`src/hdl/ils_pkg.sv`:
```
package ils_pkg;

  // list geometry
  localparam int MAX_ENTRIES = 16;
  localparam int IDX_W       = $clog2(MAX_ENTRIES);

  // field widths
  localparam int REQ_W = 3;
  localparam int POS_W = 5;
  localparam int CNT_W = 5;
  localparam int VAL_W = 32;
  localparam int ST_W  = 2;

  // request codes
  localparam logic [REQ_W-1:0] REQ_READ   = 3'd0;
  localparam logic [REQ_W-1:0] REQ_HEAD   = 3'd1;
  localparam logic [REQ_W-1:0] REQ_TAIL   = 3'd2;
  localparam logic [REQ_W-1:0] REQ_AT     = 3'd3;
  localparam logic [REQ_W-1:0] REQ_DELETE = 3'd4;

  // status codes
  localparam logic [ST_W-1:0] ST_DONE  = 2'd0;
  localparam logic [ST_W-1:0] ST_RANGE = 2'd1;
  localparam logic [ST_W-1:0] ST_FULL  = 2'd2;

  localparam logic [CNT_W-1:0] CNT_MAX = CNT_W'(MAX_ENTRIES);

endpackage

```
`src/hdl/ils_ram.sv`:
```
module ils_ram #(
  parameter int WIDTH = 32,
  parameter int DEPTH = 16
) (
  input  logic                     clk,
  input  logic                     wr_en,
  input  logic [$clog2(DEPTH)-1:0] wr_addr,
  input  logic [WIDTH-1:0]         wr_data,
  input  logic                     rd_en,
  input  logic [$clog2(DEPTH)-1:0] rd_addr,
  output logic [WIDTH-1:0]         rd_data
);

  logic [WIDTH-1:0] mem [DEPTH];

  always_ff @(posedge clk) begin
    if (wr_en) begin
      mem[wr_addr] <= wr_data;
    end
    if (rd_en) begin
      rd_data <= mem[rd_addr];
    end
  end

endmodule

```
`src/hdl/indexed_list_store.sv`:
```
// Ordered list of up to MAX_ENTRIES signed 32-bit values held in one simple
// dual-port RAM (one write, one registered read per cycle) with an entry count
// in flip-flops. Each request transfer yields exactly one result transfer.
// The next request can be taken on the first edge at which the result can
// transfer. A read goes through the RAM's registered read port. An insert at
// position p moves the count-p entries at and above it one place up, one entry
// per cycle through the RAM's single read and write ports, and then writes the
// new value; an append moves nothing. A delete at position p moves count-p-1
// entries down, so none for the last entry. Rejected requests (bad position,
// full list, unknown type) go straight to the done state.
// A stalled output holds a finished result in its register; the next request
// is taken meanwhile and waits in its final state until the register frees.
// Reset clears the state, the count, the cursor and the output valid only; RAM
// contents are never read beyond the count, so the RAM needs no clearing pass.
module indexed_list_store (
  input  logic                       clk,
  input  logic                       rst,
  input  logic                       in_valid,
  output logic                       in_ready,
  input  logic [ils_pkg::REQ_W-1:0]  req_type,
  input  logic [ils_pkg::POS_W-1:0]  position,
  input  logic signed [ils_pkg::VAL_W-1:0] value_in,
  output logic                       out_valid,
  input  logic                       out_ready,
  output logic signed [ils_pkg::VAL_W-1:0] read_value,
  output logic [ils_pkg::ST_W-1:0]   status,
  output logic [ils_pkg::CNT_W-1:0]  list_length
);

  import ils_pkg::*;

  typedef enum logic [5:0] {
    S_IDLE   = 6'b000001,
    S_RDWAIT = 6'b000010,
    S_INS    = 6'b000100,
    S_DEL    = 6'b001000,
    S_PUT    = 6'b010000,
    S_DONE   = 6'b100000
  } state_t;

  state_t state, state_next;

  // control state
  logic [CNT_W-1:0] count, count_next;
  logic [IDX_W-1:0] cur, cur_next;

  // per-request payload, held for the length of the request
  logic [CNT_W-1:0] slot, slot_next;
  logic [VAL_W-1:0] val, val_next;
  logic [VAL_W-1:0] res_value, res_value_next;
  logic [ST_W-1:0]  res_status, res_status_next;

  // RAM ports
  logic             wr_en;
  logic [IDX_W-1:0] wr_addr;
  logic [VAL_W-1:0] wr_data;
  logic             rd_en;
  logic [IDX_W-1:0] rd_addr;
  logic [VAL_W-1:0] rd_data;

  logic             accept;
  logic             out_free;
  logic [CNT_W-1:0] ins_slot;

  assign in_ready = (state == S_IDLE);
  assign accept   = in_valid && in_ready;
  assign out_free = !out_valid || out_ready;

  // Slot an insert lands in: head, tail or the requested position.
  always_comb begin
    case (req_type)
      REQ_HEAD: ins_slot = '0;
      REQ_TAIL: ins_slot = count;
      default:  ins_slot = position;
    endcase
  end

  // Reads run one slot ahead of writes, so the shift loop never writes an
  // entry it has still to read: insert walks down, delete walks up.
  always_comb begin
    state_next      = state;
    count_next      = count;
    cur_next        = cur;
    slot_next       = slot;
    val_next        = val;
    res_value_next  = res_value;
    res_status_next = res_status;
    wr_en           = 1'b0;
    wr_addr         = cur;
    wr_data         = rd_data;
    rd_en           = 1'b0;
    rd_addr         = cur;

    case (state)
      S_IDLE: begin
        if (accept) begin
          val_next        = value_in;
          res_value_next  = '0;
          res_status_next = ST_DONE;
          state_next      = S_DONE;
          case (req_type)
            REQ_READ: begin
              if (position < count) begin
                rd_en      = 1'b1;
                rd_addr    = position[IDX_W-1:0];
                state_next = S_RDWAIT;
              end else begin
                res_value_next  = '1;
                res_status_next = ST_RANGE;
              end
            end
            REQ_HEAD, REQ_TAIL, REQ_AT: begin
              slot_next = ins_slot;
              if (ins_slot > count) begin
                res_status_next = ST_RANGE;
              end else if (count >= CNT_MAX) begin
                res_status_next = ST_FULL;
              end else if (ins_slot == count) begin
                // append: nothing to move
                state_next = S_PUT;
              end else begin
                cur_next   = IDX_W'(count - 1'b1);
                rd_en      = 1'b1;
                rd_addr    = IDX_W'(count - 1'b1);
                state_next = S_INS;
              end
            end
            REQ_DELETE: begin
              if (position < count) begin
                if (CNT_W'(position + 1'b1) == count) begin
                  // last entry: drop it without moving anything
                  count_next = CNT_W'(count - 1'b1);
                end else begin
                  cur_next   = IDX_W'(position + 1'b1);
                  rd_en      = 1'b1;
                  rd_addr    = IDX_W'(position + 1'b1);
                  state_next = S_DEL;
                end
              end else begin
                res_status_next = ST_RANGE;
              end
            end
            default: begin
              res_status_next = ST_RANGE;
            end
          endcase
        end
      end

      S_RDWAIT: begin
        res_value_next = rd_data;
        state_next     = S_DONE;
      end

      S_INS: begin
        // move entry cur up one place
        wr_en   = 1'b1;
        wr_addr = IDX_W'(cur + 1'b1);
        if (CNT_W'(cur) == slot) begin
          state_next = S_PUT;
        end else begin
          cur_next = IDX_W'(cur - 1'b1);
          rd_en    = 1'b1;
          rd_addr  = IDX_W'(cur - 1'b1);
        end
      end

      S_DEL: begin
        // move entry cur down one place
        wr_en   = 1'b1;
        wr_addr = IDX_W'(cur - 1'b1);
        if (CNT_W'(cur) == CNT_W'(count - 1'b1)) begin
          count_next = CNT_W'(count - 1'b1);
          state_next = S_DONE;
        end else begin
          cur_next = IDX_W'(cur + 1'b1);
          rd_en    = 1'b1;
          rd_addr  = IDX_W'(cur + 1'b1);
        end
      end

      S_PUT: begin
        wr_en      = 1'b1;
        wr_addr    = slot[IDX_W-1:0];
        wr_data    = val;
        count_next = CNT_W'(count + 1'b1);
        state_next = S_DONE;
      end

      S_DONE: begin
        // hold until the output register is free
        if (out_free) begin
          state_next = S_IDLE;
        end
      end

      default: begin
        state_next = S_IDLE;
      end
    endcase
  end

  ils_ram #(
    .WIDTH (VAL_W),
    .DEPTH (MAX_ENTRIES)
  ) u_store (
    .clk     (clk),
    .wr_en   (wr_en),
    .wr_addr (wr_addr),
    .wr_data (wr_data),
    .rd_en   (rd_en),
    .rd_addr (rd_addr),
    .rd_data (rd_data)
  );

  always_ff @(posedge clk) begin
    if (rst) begin
      state <= S_IDLE;
      count <= '0;
      cur   <= '0;
    end else begin
      state <= state_next;
      count <= count_next;
      cur   <= cur_next;
    end
  end

  always_ff @(posedge clk) begin
    slot       <= slot_next;
    val        <= val_next;
    res_value  <= res_value_next;
    res_status <= res_status_next;
  end

  // Output register: load on leaving S_DONE, drop valid on transfer.
  always_ff @(posedge clk) begin
    if (rst) begin
      out_valid <= 1'b0;
    end else if (state == S_DONE && out_free) begin
      out_valid <= 1'b1;
    end else if (out_ready) begin
      out_valid <= 1'b0;
    end
  end

  always_ff @(posedge clk) begin
    if (state == S_DONE && out_free) begin
      read_value  <= res_value;
      status      <= res_status;
      list_length <= count;
    end
  end

  // The count never passes the capacity.
  a_count_bound: assert property (@(posedge clk) disable iff (rst)
    count <= CNT_MAX)
    else $error("entry count above capacity");

  // The count moves by at most one per cycle.
  a_count_step: assert property (@(posedge clk) disable iff (rst)
    count != $past(count) |->
      (count == CNT_W'($past(count) + 1'b1) || count == CNT_W'($past(count) - 1'b1)))
    else $error("entry count jumped");

  // The RAM is written only while moving entries or placing a new one.
  a_write_state: assert property (@(posedge clk) disable iff (rst)
    wr_en |-> (state == S_INS || state == S_DEL || state == S_PUT))
    else $error("RAM write outside shift or put");

  // A full refusal is only reported with a full list.
  a_full_status: assert property (@(posedge clk) disable iff (rst)
    out_valid && status == ST_FULL |-> list_length == CNT_MAX)
    else $error("full status with room left");

endmodule

```
`config.mk`:
```
export PLATFORM = sky130hd
export DESIGN_NAME = indexed_list_store
export DESIGN_NICKNAME = d
export VERILOG_FILES = /design/src/hdl/ils_pkg.sv /design/src/hdl/ils_ram.sv /design/src/hdl/indexed_list_store.sv
export SDC_FILE = /design/constraint.sdc
export NUM_CORES = 1
export LEC_CHECK = 0
export BUFFER_PORTS_ARGS = -buffer_cell sky130_fd_sc_hd__buf_2
export CELL_PAD_IN_SITES_DETAIL_PLACEMENT = 1
export CELL_PAD_IN_SITES_GLOBAL_PLACEMENT = 2
export CORE_UTILIZATION = 49
export DETAILED_ROUTE_END_ITERATION = 7
export PLACE_DENSITY_LB_ADDON = 0.08
export SETUP_SLACK_MARGIN = 0.4
export SYNTH_ARGS = -nofsm -noshare
export SYNTH_HDL_FRONTEND = slang
export SYNTH_SLANG_ARGS = --single-unit
```
`constraint.sdc`:
```
create_clock -name clk -period 11.85 [get_ports clk]
set_clock_uncertainty 0.2 [all_clocks]
set_input_delay 0.5925 -clock clk [delete_from_list [all_inputs] [get_ports clk]]
set_output_delay 0.5925 -clock clk [all_outputs]
set_load 0.05 [all_outputs]
```
; ---- Word-level counts from Yosys, hierarchy flattened
; Memory sizes are Yosys's and may differ from the RTL's. A register that Yosys moved wholly into a read port is not among the register bits.
; Index checks and enable logic that the tools add are counted.
[word_totals]
ff_bits = 126
ram_bits = 512
in_bits = 44
wordCells = 120
n_memories = 1
[mem_list]
columns = name, depth, width, rd, rd_clocked_by_memory_dff, write_ports, line_no
row1 = u_store.mem, 16, 32, 1, 1, 1, ils_ram.sv:14  ; logic [WIDTH-1:0] mem [DEPTH];
[classes]
addsub = 5
order_cmp = 3
n_eq_ne = 22
muxes = 59
reduce_logical = 19
[op_table]
columns = op, count
row1 = 32-bit two-way mux, 4
row2 = 32-bit case mux with 2 select lines, 1
row3 = 6-bit two-way mux, 9
row4 = 4-bit case mux with 3 select lines, 4
row5 = 4-bit two-way mux, 10
row6 = 5-bit two-way mux, 6
row7 = 6-bit case mux with 5 select lines, 1
row8 = 6-bit case mux with 3 select lines, 1
row9 = 1-bit two-way mux, 15
row10 = 5-bit case mux with 3 select lines, 1
row11 = 5-bit by 1-bit adder with 5-bit output (second input constant), 2
row12 = 4-bit by 5-bit equality test with 1-bit output, 2
row13 = 5-bit equality test, 2
row14 = 5-bit case mux with 2 select lines, 1
row15 = 2-bit by 1-bit != test with 1-bit output (second input constant), 4
row16 = 4-bit case mux with 2 select lines, 1
row17 = 3-bit by 2-bit equality test with 1-bit output (second input constant), 2
row18 = 6-bit by 1-bit equality test with 1-bit output (second input constant), 1
row19 = 6-bit by 2-bit equality test with 1-bit output (second input constant), 1
row20 = 6-bit by 3-bit equality test with 1-bit output (second input constant), 1
row21 = 6-bit by 4-bit equality test with 1-bit output (second input constant), 1
row22 = 6-bit by 5-bit equality test with 1-bit output (second input constant), 1
row23 = 6-bit equality test (second input constant), 1
row24 = 2-bit != test (second input constant), 3
row25 = other kinds (24), 33

; ---- Longest topological paths before layout
; Gate-level depths: netlist (run 1).
[depth]
depth_word = 9
depth_mapped = 19

; ---- Cells and area by module
; A second synthesis (run 1) with hierarchy kept.
[hier_totals]
cells_unflattened = 1431
area_unflattened_um2 = 26586.7
[by_module_without_submodules]
columns = mod, instances, cells_per_inst, area_per_inst_um2
row1 = ils_ram, 1, 838, 20155.6
row2 = indexed_list_store, 1, 593, 6431.2

; ---- Least setup slack after synthesis (run 1)
; No wires, ideal clock.
[synth_path]
path_kind = input-to-reg
from = input req_type[2] (netlist name)
to = register u_store.rd_data[0] (read register of u_store.mem) (enable)
setup_time_ps = 466
arrival_ps = 4968
required_ps = 11184
path_slack_ps = 6217
cell_stages = 11
path_buffers = 1
cell_sequence = clkbuf_1 > nor2b_1 > a21oi_1 > o21ai_0 > ha_1 > nor2b_1 > o21a_1 > nor4_1 > nor2_1 > a2bb2oi_1 > o21ai_0
[synth_via]
elab_chain_cells = 9
[synth_lines]
columns = element, line_no
row1 = "start, declared", indexed_list_store.sv:20  ; input logic [ils_pkg::REQ_W-1:0] req_type,
row2 = 3-bit by 2-bit equality test with 1-bit output or 3-bit by 1-bit equality test with 1-bit output (tied branches), indexed_list_store.sv:71  ; case (req_type)
row3 = 5-bit case mux with 2 select lines (*), indexed_list_store.sv:71
row4 = named net ins_slot[1], indexed_list_store.sv:63  ; logic [CNT_W-1:0] ins_slot;
row5 = 5-bit equality test, indexed_list_store.sv:118  ; end else if (ins_slot == count) begin
row6 = 1-bit two-way mux, indexed_list_store.sv:118
row7 = 1-bit two-way mux, indexed_list_store.sv:116  ; end else if (count >= CNT_MAX) begin
row8 = 1-bit two-way mux (*), indexed_list_store.sv:114  ; if (ins_slot > count) begin
row9 = 1-bit case mux with 3 select lines (*), indexed_list_store.sv:101  ; case (req_type)
row10 = 1-bit two-way mux (*), indexed_list_store.sv:96  ; if (accept) begin
row11 = 1-bit case mux with 3 select lines (*), indexed_list_store.sv:94  ; case (state)
row12 = named net rd_en, indexed_list_store.sv:57  ; logic rd_en;
row13 = "end, declared", ils_ram.sv:11  ; output logic [WIDTH-1:0] rd_data
; Mark *: on every way through the listed nets, which the timed path passes. The rest lies on a longest branch.
; A chain may end at the register's enable or synchronous reset.

; ---- Worst setup path in the final report (run 1)
[layout_path]
from = register count[4]
to = register u_store.rd_data[30] (read register of u_store.mem), data pin
[layout_via]
elab_chain_cells = 8
[layout_lines]
columns = element, line_no
row1 = "start, declared", indexed_list_store.sv:44  ; logic [CNT_W-1:0] count, count_next;
row2 = "start signal, assigned", indexed_list_store.sv:223  ; count <= count_next;
row3 = 5-bit case mux with 2 select lines (*), indexed_list_store.sv:71
row4 = named net ins_slot[4], indexed_list_store.sv:63
row5 = 5-bit equality test, indexed_list_store.sv:118
row6 = 4-bit two-way mux or 1-bit two-way mux (tied branches), indexed_list_store.sv:118
row7 = 4-bit two-way mux or 1-bit two-way mux (tied branches) (2 in a row), n/a
row8 = 4-bit case mux with 3 select lines or 1-bit case mux with 3 select lines (tied branches), indexed_list_store.sv:101
row9 = 4-bit two-way mux or 1-bit two-way mux (tied branches), indexed_list_store.sv:96
row10 = 4-bit case mux with 3 select lines or 1-bit case mux with 3 select lines (tied branches), indexed_list_store.sv:94
; Marks and branches as above.

==> metrics.log, run 1 <==
INFO  metric synth.cell_area = 0.0280 mm2
INFO  metric yosysSeqAreaShare = 0.714
INFO  metric final_design_area_no_fill = 0.0317 mm2
INFO  metric totalNegativeSetupSlack = 0 ps
INFO  metric critical_path_required = 11970 ps
INFO  metric postSynthRegisterBits = 670
INFO  metric clk-insertion-delay-late = 620 ps
INFO  metric post-dp-hpwl = 44100 um
INFO  metric clock_tree.buffer_depth = 3
INFO  metric area_of_the_multi_input_gates = 0.00743 mm2
INFO  metric drt_iter0_drc = 1873
INFO  metric max_clock_freq = 0.161 GHz
INFO  metric final_cells = 2874
INFO  metric worst_ep_arrival_time = 6320 ps
INFO  metric ctsHtreeMaxLevel = 3
INFO  metric first_pass_grt_wire_length = 121000 um
INFO  metric outcome = finished, final reports clean
INFO  metric p_leak = 10.8 nW
INFO  metric synth-main-ff-cell = sky130_fd_sc_hd__edfxtp_1
INFO  metric synth.distinct_cells = 89
INFO  metric die_height = 241 um
INFO  metric irDropWorstVdd = 0.137 mV
INFO  metric via_per_inst = 6.23
INFO  metric num-nets-final = 2124
INFO  metric worst_setup_path_end_kind = flop
INFO  metric final_common_cell = sky130_fd_sc_hd__edfxtp_1
INFO  metric critical_path_peak_fanout = 56
INFO  metric rsz0062_at_grt = no
INFO  metric grt_util_all_layers = 0.291
INFO  metric power-per-cell-area = 210 mW/mm2
INFO  metric grt_pass1_vias = 18.5k
INFO  metric die-area = 0.0580 mm2
INFO  metric setup-violations-final = 0
INFO  metric ctsRootBufferMaster = sky130_fd_sc_hd__clkbuf_16
INFO  metric layout_min_cycle_time = 6190 ps
INFO  metric worst-setup-path-type = reg2reg
INFO  metric insertedDiodeCount = 0
INFO  metric worst_hold_slack = 143 ps
INFO  metric postCtsSetupRepairBufs = 0
INFO  metric placeableCoreArea = 0.0564 mm2
INFO  metric numClockSinks = 670
INFO  metric postSynth.asyncResetShare = 0
INFO  metric drv.max_cap_violation_count = 0
INFO  metric layout_common_cells = sky130_fd_sc_hd__edfxtp_1 (654), sky130_fd_sc_hd__nand3_1 (197), sky130_fd_sc_hd__nand2_1 (194), sky130_fd_sc_hd__o21ai_0 (138), sky130_fd_sc_hd__a21oi_1 (121)
INFO  metric worst_slew_pin_slew = 1250 ps
INFO  metric route.detailed.wl_per_inst = 29.1 um
INFO  metric sequential_cell_area = 0.0200 mm2
INFO  metric post_synth_net_total = 2036
INFO  metric num_ports = 85
INFO  metric drt_pass1_iterations = 5
INFO  metric layout-drive-gt1-share = 0.151
INFO  metric yosysWarningCount = 0
INFO  metric cts.reportedPaths.clkPinSlew = 60 ps
INFO  metric antenna_found_initial = 2
INFO  metric synth_enable_flop_cells = 654
INFO  metric cts.repair.resized = 0
INFO  metric syn-mean-instance-area = 14.1 um2
INFO  metric cts_tree = yes
INFO  metric utilization = 0.562
INFO  metric slew_viol_final = 0
INFO  metric global_route.overflow_total = 0
INFO  metric dpl_cell_area = 0.0291 mm2
INFO  metric rows = 87
INFO  metric maximum_number_of_pins_on_one_net_before_global_route_repair = 103
INFO  metric gpl_congestion = 0.875
INFO  metric postRouteAntennaNets = 0
INFO  metric route.final.wire_length = 83600 um
INFO  metric worst_slew_margin_rel = 0.164
INFO  metric hold_violations = 0
INFO  metric finalCritPeriodShare = 0.523
INFO  metric hold_class = in2reg
INFO  metric io_buffer_count = 84
INFO  metric nFillCells = 5435
INFO  metric initial_utilization = 0.496
INFO  metric layout-area-overhead-vs-synth = 13.3%
INFO  metric number_of_instances_in_the_synthesized_netlist = 1977
INFO  metric instance_count_after_placement_with_tap_cells_included = 2716
INFO  metric via_count = 17.9k
INFO  metric startpoint_type = flop
INFO  metric cts-buffers-inserted = 71
INFO  metric drt_drc_violations_left = 0
INFO  metric dieWidth = 241 um
where the power goes:
part | internal (mW) | switching [mW] | leakage, nW | total (mW)
clock network | 1.26 | 0.917 | 1.09 | 2.18
logic | 0.491 | 1.16 | 3.67 | 1.65
registers | 2.76 | 0.0561 | 6.05 | 2.82
layer usage:
| metal | vias up | global-route usage | part of all wire |
|---|---|---|---|
| met5 | - | 0 | 0.00011 |
| met4 | 2 | 0.0875 | 0.023 |
| met3 | 132 | 0.0479 | 0.061 |
| met2 | 602 | 0.480 | 0.48 |
| met1 | 9324 | 0.397 | 0.43 |
| li1 | 7834 | - | - |
cells in the mapped netlist, types with 10 or more instances:
library cell | instances | area [um2]
sky130_fd_sc_hd__a21o_1 | 35 | 263
sky130_fd_sc_hd__nor2_1 | 58 | 218
sky130_fd_sc_hd__ha_1 | 15 | 188
sky130_fd_sc_hd__a32o_1 | 31 | 310
sky130_fd_sc_hd__mux2i_1 | 35 | 350
sky130_fd_sc_hd__clkbuf_1 | 72 | 270
sky130_fd_sc_hd__nand3_1 | 197 | 986
sky130_fd_sc_hd__inv_1 | 16 | 60.1
sky130_fd_sc_hd__buf_6 | 12 | 135
sky130_fd_sc_hd__o21ai_0 | 139 | 696
sky130_fd_sc_hd__nor4_1 | 34 | 213
sky130_fd_sc_hd__mux2_1 | 31 | 349
sky130_fd_sc_hd__dfxtp_1 | 16 | 320
sky130_fd_sc_hd__buf_2 | 43 | 215
sky130_fd_sc_hd__a21oi_1 | 122 | 611
sky130_fd_sc_hd__nand2_1 | 196 | 736
sky130_fd_sc_hd__xnor2_1 | 10 | 87.6
sky130_fd_sc_hd__nor3_1 | 11 | 55.1
sky130_fd_sc_hd__a211oi_1 | 61 | 458
sky130_fd_sc_hd__edfxtp_1 | 654 | 19600
sky130_fd_sc_hd__mux2_2 | 32 | 360
state kept, by name, summed over array words and instances (netlist names):
signal           count
u_store.mem        512
read_value          32
res_value           32
u_store.rd_data     32
val                 32
state                6
count                5
list_length          5
slot                 5
cur                  4
res_status           2
status               2
out_valid            1
worst max-delay path: stages (launching register included):
cell	delay (ps)
sky130_fd_sc_hd__dfxtp_1	630
sky130_fd_sc_hd__a21oi_1	120
sky130_fd_sc_hd__o21ai_0	300
sky130_fd_sc_hd__ha_1	320
sky130_fd_sc_hd__and3_1	220
sky130_fd_sc_hd__o21a_1	160
sky130_fd_sc_hd__or3_1	430
sky130_fd_sc_hd__o211a_1	240
sky130_fd_sc_hd__nor4_2	490
sky130_fd_sc_hd__a211oi_4	120
sky130_fd_sc_hd__buf_4	240
sky130_fd_sc_hd__nor2_4	700
sky130_fd_sc_hd__buf_4	860
sky130_fd_sc_hd__mux4_2	610
sky130_fd_sc_hd__mux2i_1	140
sky130_fd_sc_hd__mux2i_1	90
cell families after synthesis:
| group | count (synthesis) | synth area share |
|---|---|---|
| AND/OR/NAND/NOR | 556 | 0.0962 |
| AO/OA/AOI/OAI | 457 | 0.108 |
| multiplexers | 103 | 0.0417 |
| XOR/XNOR | 17 | 0.00559 |
| buffers and inverters | 159 | 0.0275 |
| adder cells (fa/ha/maj) | 15 | 0.00671 |
| flip-flops | 670 | 0.714 |
cell type report:
class	instances	area share
sequential	670	0.630
multi-input combinational	1148	0.235
clock buffer	92	0.0612
timing repair buffer	157	0.0331
tap	756	0.0299
clock inverter	34	0.00936
inverter	17	0.00201
per-stage QoR:
step | power, mW | setup slack (ps)
after floorplan | 4.01 | 6220
after global placement | 4.46 | 5400
after detailed placement | 4.50 | 5280
after CTS | 6.68 | 5690
after global routing | 6.89 | 5320
final | 6.65 | 5660
worst paths after layout:
check / start / end / slack [ps] / depth (start not counted)
setup reg to reg: count[4] / u_store.rd_data[30] / 5660 / 15
setup / recovery: count[4] / u_store.rd_data[30] / 5660 / 15
hold / removal: out_ready / out_valid / 140 / 3
hold reg to reg: res_value[13] / read_value[13] / 200 / 0
repair_timing:
item,in CTS,in global routing
hold endpoints to repair,32,0
endpoints found under the setup margin,0,0
hold buffers,32,0
Power figures use the tool's default switching activity.
==> inputs of run 2 (changes only) <==
Settings changed: CORE_UTILIZATION 49 to 45.
Clock period 11.85 ns to 6.1 ns, I/O delays scaled along.
==> run 2 against run 1 <==
  * Critical path depth fell by 2
  * Routed wire length shrank 1.1%
  * Count of clock-buffer cells in the layout grew 1
  * Cell count grew 3.7%
  * Via count shrank 0.50%
  * Combinational power grew 100%
  * Sequential share of layout area down 0.72 points
  * Non-clock buffer count grew 29
  * Die area up 8.8%
  * Core utilization fell by 4.2 points
  * Worst hold slack worse by 2.1 ps
  * Largest power group unchanged
==> metrics.log, run 2 (synthesized netlist as in run 1, its figures left out) <==
INFO  metric cts.reportedPaths.clkPinSlew = 60 ps (about the same)
INFO  metric die-area = 0.0631 mm2 (was 0.0580 mm2)
INFO  metric final_common_cell = sky130_fd_sc_hd__edfxtp_1 (unchanged)
INFO  metric drt_drc_violations_left = 0 (unchanged)
INFO  metric layout_common_cells = sky130_fd_sc_hd__edfxtp_1 (654), sky130_fd_sc_hd__nand3_1 (197), sky130_fd_sc_hd__nand2_1 (194), sky130_fd_sc_hd__o21ai_0 (138), sky130_fd_sc_hd__a21oi_1 (121) (unchanged)
INFO  metric io_buffer_count = 84 (unchanged)
INFO  metric dieWidth = 251 um (was 241 um)
INFO  metric route.final.wire_length = 82700 um (was 83600 um)
INFO  metric ctsRootBufferMaster = sky130_fd_sc_hd__clkbuf_16 (unchanged)
INFO  metric setup-violations-final = 0 (unchanged)
INFO  metric layout-area-overhead-vs-synth = 14.6% (was 13.3%)
INFO  metric critical_path_required = 6240 ps (was 11970 ps)
INFO  metric antenna_found_initial = 1 (was 2)
INFO  metric utilization = 0.520 (was 0.562)
INFO  metric finalCritPeriodShare = 0.873 (was 0.523)
INFO  metric critical_path_peak_fanout = 23 (was 56)
INFO  metric nFillCells = 5964 (was 5435)
INFO  metric drt_pass1_iterations = 5 (unchanged)
INFO  metric gpl_congestion = 0.877 (was 0.875)
INFO  metric sequential_cell_area = 0.0200 mm2 (unchanged)
INFO  metric largest_register_ff_count = 512 (unchanged)
INFO  metric num-nets-final = 2154 (was 2124)
INFO  metric grt_pass1_vias = 18.6k (was 18.5k)
INFO  metric insertedDiodeCount = 0 (unchanged)
INFO  metric clk-insertion-delay-late = 610 ps (was 620 ps)
INFO  metric postRouteAntennaNets = 0 (unchanged)
INFO  metric via_per_inst = 5.97 (was 6.23)
INFO  metric outcome = finished, final reports clean (unchanged)
INFO  metric clock_tree.buffer_depth = 3 (unchanged)
INFO  metric worst-setup-path-type = reg2reg (unchanged)
INFO  metric first_pass_grt_wire_length = 123000 um (was 121000 um)
INFO  metric numClockSinks = 670 (unchanged)
INFO  metric layout_min_cycle_time = 5330 ps (was 6190 ps)
INFO  metric grt_util_all_layers = 0.265 (was 0.291)
INFO  metric slew_viol_final = 0 (unchanged)
INFO  metric worst_ep_arrival_time = 5470 ps (was 6320 ps)
INFO  metric num_ports = 85 (unchanged)
INFO  metric rows = 91 (was 87)
INFO  metric max_clock_freq = 0.188 GHz (was 0.161 GHz)
INFO  metric area_of_the_multi_input_gates = 0.00744 mm2 (was 0.00743 mm2)
INFO  metric hold_class = in2reg (unchanged)
INFO  metric maximum_number_of_pins_on_one_net_before_global_route_repair = 130 (was 103)
INFO  metric totalNegativeSetupSlack = 0 ps (unchanged)
INFO  metric ctsHtreeMaxLevel = 3 (unchanged)
INFO  metric drt_iter0_drc = 1551 (was 1873)
INFO  metric rsz0062_at_grt = no (unchanged)
INFO  metric drv.max_cap_violation_count = 0 (unchanged)
INFO  metric via_count = 17.8k (was 17.9k)
INFO  metric irDropWorstVdd = 0.214 mV (was 0.137 mV)
INFO  metric route.detailed.wl_per_inst = 27.7 um (was 29.1 um)
INFO  metric placeableCoreArea = 0.0616 mm2 (was 0.0564 mm2)
INFO  metric worst_slew_pin_slew = 1030 ps (was 1250 ps)
INFO  metric die_height = 251 um (was 241 um)
INFO  metric cts_tree = yes (unchanged)
INFO  metric cts-buffers-inserted = 72 (was 71)
INFO  metric largest-register = u_store.mem (unchanged)
INFO  metric layout-drive-gt1-share = 0.157 (was 0.151)
INFO  metric global_route.overflow_total = 0 (unchanged)
INFO  metric power-per-cell-area = 402 mW/mm2 (was 210 mW/mm2)
INFO  metric worst_setup_path_end_kind = flop (unchanged)
INFO  metric startpoint_type = flop (unchanged)
INFO  metric p_leak = 11.0 nW (was 10.8 nW)
INFO  metric worst_hold_slack = 141 ps (was 143 ps)
INFO  metric post-dp-hpwl = 48300 um (was 44100 um)
INFO  metric initial_utilization = 0.454 (was 0.496)
INFO  metric hold_violations = 0 (unchanged)
INFO  metric worst_slew_margin_rel = 0.312 (was 0.164)
[run 2: cell type report]
class	count	area share
clock buffers	93	0.0597
clock inverters	29	0.00746
inverters	17	0.00199
multi-input cells	1148	0.232
flip-flops and latches	670	0.623
well taps	837	0.0327
repair buffers	186	0.0434
[run 2: worst max-delay path, cell delays in order (launching register included)]
cell and delay, ps:
sky130_fd_sc_hd__dfxtp_1 630, sky130_fd_sc_hd__inv_1 280, sky130_fd_sc_hd__ha_1 360, sky130_fd_sc_hd__a21o_1 190, sky130_fd_sc_hd__a21oi_1 320, sky130_fd_sc_hd__and2_1 490, sky130_fd_sc_hd__mux2_2 420, sky130_fd_sc_hd__a2111oi_2 500
sky130_fd_sc_hd__o221ai_2 180, sky130_fd_sc_hd__a21oi_4 350, sky130_fd_sc_hd__nand2_2 310, sky130_fd_sc_hd__buf_4 390, sky130_fd_sc_hd__a211oi_1 280, sky130_fd_sc_hd__nor4_1 100
[run 2: final timing paths]
| path | from | end | slack, ps | cells after the start |
|---|---|---|---|---|
| max | count[3] | u_store.rd_data[15] | 770 | 13 |
| min | req_type[1] | slot[3] | 140 | 4 |
| max reg2reg | count[3] | u_store.rd_data[15] | 770 | 13 |
| min reg2reg | res_value[6] | read_value[6] | 220 | 0 |
[run 2: power by group]
group | total, mW | internal, mW | switching [mW]
sequential | 5.45 | 5.37 | 0.0847
clock | 4.08 | 2.33 | 1.75
combinational | 3.34 | 1.05 | 2.30
total | 12.9 | 8.75 | 4.13
[run 2: routing by layer]
metal  wire length, um  share of wire  vias up  global-route usage
met5                 0              0        -                   0
met4              1630          0.020        0              0.0685
met3              4220          0.051      109              0.0415
met2             40100           0.49      484               0.440
met1             36700           0.44     9328               0.364
li1                  -              -     7883                   -
[run 2: stage by stage]
stage	cells	cell area [um2]	total power, mW	worst slack [ps]
floorplan	1977	28000	7.79	754
global placement	2816	29500	8.79	676
detailed placement	2816	29500	8.87	622
CTS	2980	32000	13.0	629
global route	2980	32000	13.4	554
finish	2980	32000	12.9	774
[run 2: repair_timing]
action,CTS,global route
hold buffers,42,0
hold endpoints to repair,53,0
setup buffers,0,0
resized for setup,0,2
setup endpoints to repair,0,10
==> inputs of run 3 (changes only) <==
Settings changed: ABC_AREA set to 1, CORE_UTILIZATION 45 to 42.
==> run 3 against run 2 <==
  * Core utilization decreased by 3.5 points
  * Clock power up 8.3%
  * Critical endpoint is now u_store.rd_data[14]
  * Synthesized cell count up 45%
  * Die area grew 16%
  * Fmax grew 7.8%
  * First-iteration DRC count down 1.0%
  * Cell count increased by 33%
  * Highest routed layer unchanged
  * Critical path type is now in2reg
==> metrics.log, run 3 <==
INFO  metric route.final.wire_length = 94200 um (was 82700 um)
INFO  metric post-dp-hpwl = 51400 um (was 48300 um)
INFO  metric postCtsSetupRepairBufs = 0 (unchanged)
INFO  metric worst_hold_path.num_cells = 3 (was 4)
INFO  metric yosysSeqAreaShare = 0.659 (was 0.714)
INFO  metric rsz0062_at_grt = no (unchanged)
INFO  metric synth_enable_flop_cells = 654 (unchanged)
INFO  metric num-nets-final = 3031 (was 2154)
INFO  metric outcome = finished, final reports clean (unchanged)
INFO  metric via_count = 21.8k (was 17.8k)
INFO  metric io_buffer_count = 84 (unchanged)
INFO  metric cts-buffers-inserted = 77 (was 72)
INFO  metric power.switching_fraction = 0.421 (was 0.321)
INFO  metric cts_tree = yes (unchanged)
INFO  metric grt_pass1_vias = 22.4k (was 18.6k)
INFO  metric postRouteAntennaNets = 0 (unchanged)
INFO  metric synth.distinct_cells = 47 (was 89)
INFO  metric route.detailed.wl_per_inst = 23.7 um (was 27.7 um)
INFO  metric totalNegativeSetupSlack = 0 ps (unchanged)
INFO  metric synth.cell_area = 0.0303 mm2 (was 0.0280 mm2)
INFO  metric synth_top_family_by_area = simple AND/OR/NAND/NOR gates (was compound AO/OA/AOI/OAI gates)
INFO  metric post-place-ws = 1100 ps (was 622 ps)
INFO  metric clock_tree.buffer_depth = 3 (unchanged)
INFO  metric xor_xnor_portion_of_the_synthesized_cell_area = 0.00458 (was 0.00559)
INFO  metric global_route.overflow_total = 0 (unchanged)
INFO  metric p_clk_frac = 0.236 (was 0.317)
INFO  metric synthMuxAreaShare = 0 (was 0.0417)
INFO  metric worst_ep_arrival_time = 5110 ps (was 5470 ps)
INFO  metric maximum_number_of_pins_on_one_net_before_global_route_repair = 185 (was 130)
INFO  metric postSynthRegisterBits = 670 (unchanged)
INFO  metric worst_slew_pin_slew = 1330 ps (was 1030 ps)
INFO  metric drv.max_cap_violation_count = 0 (unchanged)
INFO  metric antenna_found_initial = 0 (was 1)
INFO  metric p_int = 10.9 mW (was 8.75 mW)
INFO  metric synth.top_cells.by_area = sky130_fd_sc_hd__edfxtp_1 (65%), sky130_fd_sc_hd__nand3_1 (7.9%), sky130_fd_sc_hd__inv_1 (7.3%) (was sky130_fd_sc_hd__edfxtp_1 (70%), sky130_fd_sc_hd__nand3_1 (3.5%), sky130_fd_sc_hd__nand2_1 (2.6%))
INFO  metric worst_slew_margin_rel = 0.116 (was 0.312)
INFO  metric synth.most_common_cell = sky130_fd_sc_hd__edfxtp_1 (unchanged)
INFO  metric yosys.area_share.simple = 0.198 (was 0.0962)
INFO  metric worst_r2r_path_depth = 17 (was 13)
INFO  metric critical_path_peak_fanout = 184 (was 23)
INFO  metric synthDominantAreaCellType = sky130_fd_sc_hd__edfxtp_1 (unchanged)
INFO  metric cts.reportedPaths.clkPinSlew = 60 ps (about the same)
INFO  metric final_common_cell = sky130_fd_sc_hd__edfxtp_1 (unchanged)
INFO  metric layout_min_cycle_time = 4940 ps (was 5330 ps)
INFO  metric layout-area-overhead-vs-synth = 14.5% (was 14.6%)
INFO  metric numClockSinks = 670 (unchanged)
INFO  metric worst_hold_slack = 42.2 ps (was 141 ps)
INFO  metric power-per-cell-area = 540 mW/mm2 (was 402 mW/mm2)
INFO  metric placeableCoreArea = 0.0715 mm2 (was 0.0616 mm2)
INFO  metric area_of_the_multi_input_gates = 0.00739 mm2 (was 0.00744 mm2)
INFO  metric startpoint_type = input pin (was flop)
INFO  metric rows = 98 (was 91)
INFO  metric gpl_congestion = 0.851 (was 0.877)
INFO  metric post-route-worst-setup-slack = 1160 ps (was 774 ps)
INFO  metric largest_register_ff_count = 512 (unchanged)
INFO  metric nFillCells = 7724 (was 5964)
INFO  metric netlist.area_leader.share = 0.648 (was 0.702)
INFO  metric drt_pass1_iterations = 5 (unchanged)
INFO  metric synth.top_cells.by_count = sky130_fd_sc_hd__edfxtp_1 (654), sky130_fd_sc_hd__inv_1 (593), sky130_fd_sc_hd__nand3_1 (476) (was sky130_fd_sc_hd__edfxtp_1 (654), sky130_fd_sc_hd__nand3_1 (197), sky130_fd_sc_hd__nand2_1 (196))
INFO  metric via_per_inst = 5.49 (was 5.97)
INFO  metric finalCritPeriodShare = 0.810 (was 0.873)
INFO  metric seq_power_share = 0.327 (was 0.423)
INFO  metric max_clock_freq = 0.202 GHz (was 0.188 GHz)
INFO  metric p_leak = 14.2 nW (was 11.0 nW)
INFO  metric setup-violations-final = 0 (unchanged)
INFO  metric power.switching = 7.90 mW (was 4.13 mW)
INFO  metric slew_viol_final = 0 (unchanged)
INFO  metric insertedDiodeCount = 0 (unchanged)
INFO  metric die-area = 0.0732 mm2 (was 0.0631 mm2)
INFO  metric layout_common_cells = sky130_fd_sc_hd__edfxtp_1 (654), sky130_fd_sc_hd__inv_1 (592), sky130_fd_sc_hd__nand3_1 (476), sky130_fd_sc_hd__nand2_1 (407), sky130_fd_sc_hd__nand4_1 (266) (was sky130_fd_sc_hd__edfxtp_1 (654), sky130_fd_sc_hd__nand3_1 (197), sky130_fd_sc_hd__nand2_1 (194), sky130_fd_sc_hd__o21ai_0 (138), sky130_fd_sc_hd__a21oi_1 (121))
INFO  metric grt_util_all_layers = 0.258 (was 0.265)
INFO  metric clk-insertion-delay-late = 630 ps (was 610 ps)
INFO  metric ctsHtreeMaxLevel = 3 (unchanged)
INFO  metric hold_violations = 0 (unchanged)
INFO  metric post_synth_net_total = 2932 (was 2036)
INFO  metric yosysWarningCount = 0 (unchanged)
INFO  metric timing.hold.worst.start = position[2] (was req_type[1])
INFO  metric initial_utilization = 0.424 (was 0.454)
INFO  metric synth_compound_area_frac = 0.0286 (was 0.108)
INFO  metric utilization = 0.486 (was 0.520)
INFO  metric layout-drive-gt1-share = 0.105 (was 0.157)
INFO  metric hold_class = in2reg (unchanged)
INFO  metric worst-setup-path-type = in2reg (was reg2reg)
INFO  metric num_ports = 85 (unchanged)
INFO  metric yosys.area_share.adder = 0.00619 (was 0.00671)
INFO  metric drt_drc_violations_left = 0 (unchanged)
INFO  metric critical_path_required = 6270 ps (was 6240 ps)
INFO  metric number_of_instances_in_the_synthesized_netlist = 2873 (was 1977)
INFO  metric startpoint = req_type[2] (was count[3])
INFO  metric first_pass_grt_wire_length = 143000 um (was 123000 um)
INFO  metric postSynth.asyncResetShare = 0 (unchanged)
INFO  metric irDropWorstVdd = 0.416 mV (was 0.214 mV)
INFO  metric drt_iter0_drc = 1535 (was 1551)
INFO  metric syn-mean-instance-area = 10.5 um2 (was 14.1 um2)
INFO  metric rr_startpoint = count[2] (was count[3])
INFO  metric comb_power_share = 0.438 (was 0.260)
INFO  metric sequential_cell_area = 0.0200 mm2 (unchanged)
INFO  metric ctsRootBufferMaster = sky130_fd_sc_hd__clkbuf_16 (unchanged)
INFO  metric dieWidth = 271 um (was 251 um)
INFO  metric synth-main-ff-cell = sky130_fd_sc_hd__edfxtp_1 (unchanged)
INFO  metric largest-register = u_store.mem (unchanged)
INFO  metric die_height = 271 um (was 251 um)
INFO  metric worst_setup_path_end_kind = flop (unchanged)
[run 3: logic make-up (layout without fill, tap and decap cells)]
| logic type | count (synthesis) | count (layout) |
|---|---|---|
| simple gates | 1232 | 1232 |
| buf+inv | 785 | 940 |
| flops | 670 | 670 |
| compound gates | 156 | 156 |
| fa+ha+maj | 15 | 15 |
| xor+xnor | 15 | 15 |
[run 3: metal layers]
metal / vias to the layer above / part of all wire / track usage
li1: 10000 / - / -
met1: 11100 / 0.45 / 0.354
met2: 520 / 0.48 / 0.433
met3: 149 / 0.039 / 0.0270
met4: 0 / 0.028 / 0.0791
met5: - / 0 / 0
[run 3: repair_timing]
action,4_1_cts,5_1_grt
endpoints found under the hold margin,42,0
hold buffers,37,0
gates resized for setup,0,0
[run 3: final timing paths]
| kind | endpoint | slack (ps) |
|---|---|---|
| worst max-delay path | u_store.rd_data[14] | 1160 |
| worst min-delay path | slot[2] | 40 |
| worst max register to register | u_store.rd_data[28] | 1490 |
| worst min register to register | read_value[30] | 220 |
[run 3: power by group through the flow]
stage                     combinational [mW]  clock, mW  sequential (mW)
after floorplan                         5.39          0             6.23
after CTS                               8.28       4.51             6.13
after detailed placement                8.22          0             6.22
after global placement                  8.11          0             6.21
after global routing                    9.02       4.65             6.16
final                                   8.21       4.42             6.13
[run 3: cell type report]
class                           count  area share
Multi-Input combinational cell   1418       0.213
Tap cell                          950      0.0342
Timing Repair Buffer              198      0.0438
Clock inverter                     37     0.00851
Clock buffer                       98      0.0596
Inverter                          607      0.0659
Sequential cell                   670       0.575
[run 3: critical path, cell delays in order]
cell                            delay [ps]
sky130_fd_sc_hd__dlygate4sd3_1         530
sky130_fd_sc_hd__buf_2                 130
sky130_fd_sc_hd__nor2_1                330
sky130_fd_sc_hd__inv_1                 230
sky130_fd_sc_hd__a21oi_1               410
sky130_fd_sc_hd__o22ai_1               170
sky130_fd_sc_hd__ha_1                  330
sky130_fd_sc_hd__nand2_1                70
sky130_fd_sc_hd__nor2_1                150
sky130_fd_sc_hd__nand2_1                70
sky130_fd_sc_hd__nand3_1                90
sky130_fd_sc_hd__nand2_1               110
sky130_fd_sc_hd__nand2_1               190
sky130_fd_sc_hd__nand2_1               100
sky130_fd_sc_hd__nand3_1                80
sky130_fd_sc_hd__nand2_1                90
sky130_fd_sc_hd__o21bai_4              260
sky130_fd_sc_hd__buf_12                620
sky130_fd_sc_hd__nand4_1               180
sky130_fd_sc_hd__nand3_1               150
sky130_fd_sc_hd__nand3_1                90
sky130_fd_sc_hd__nand3_1               150
sky130_fd_sc_hd__nand2_1                70
[run 3: stage by stage]
step	instance area (um2)	std cells	power [mW]
global route	34700	3978	19.8
global placement	32000	3806	14.3
floorplan	30300	2873	11.6
CTS	34700	3978	18.9
finish	34700	3978	18.8
detailed placement	32000	3806	14.4
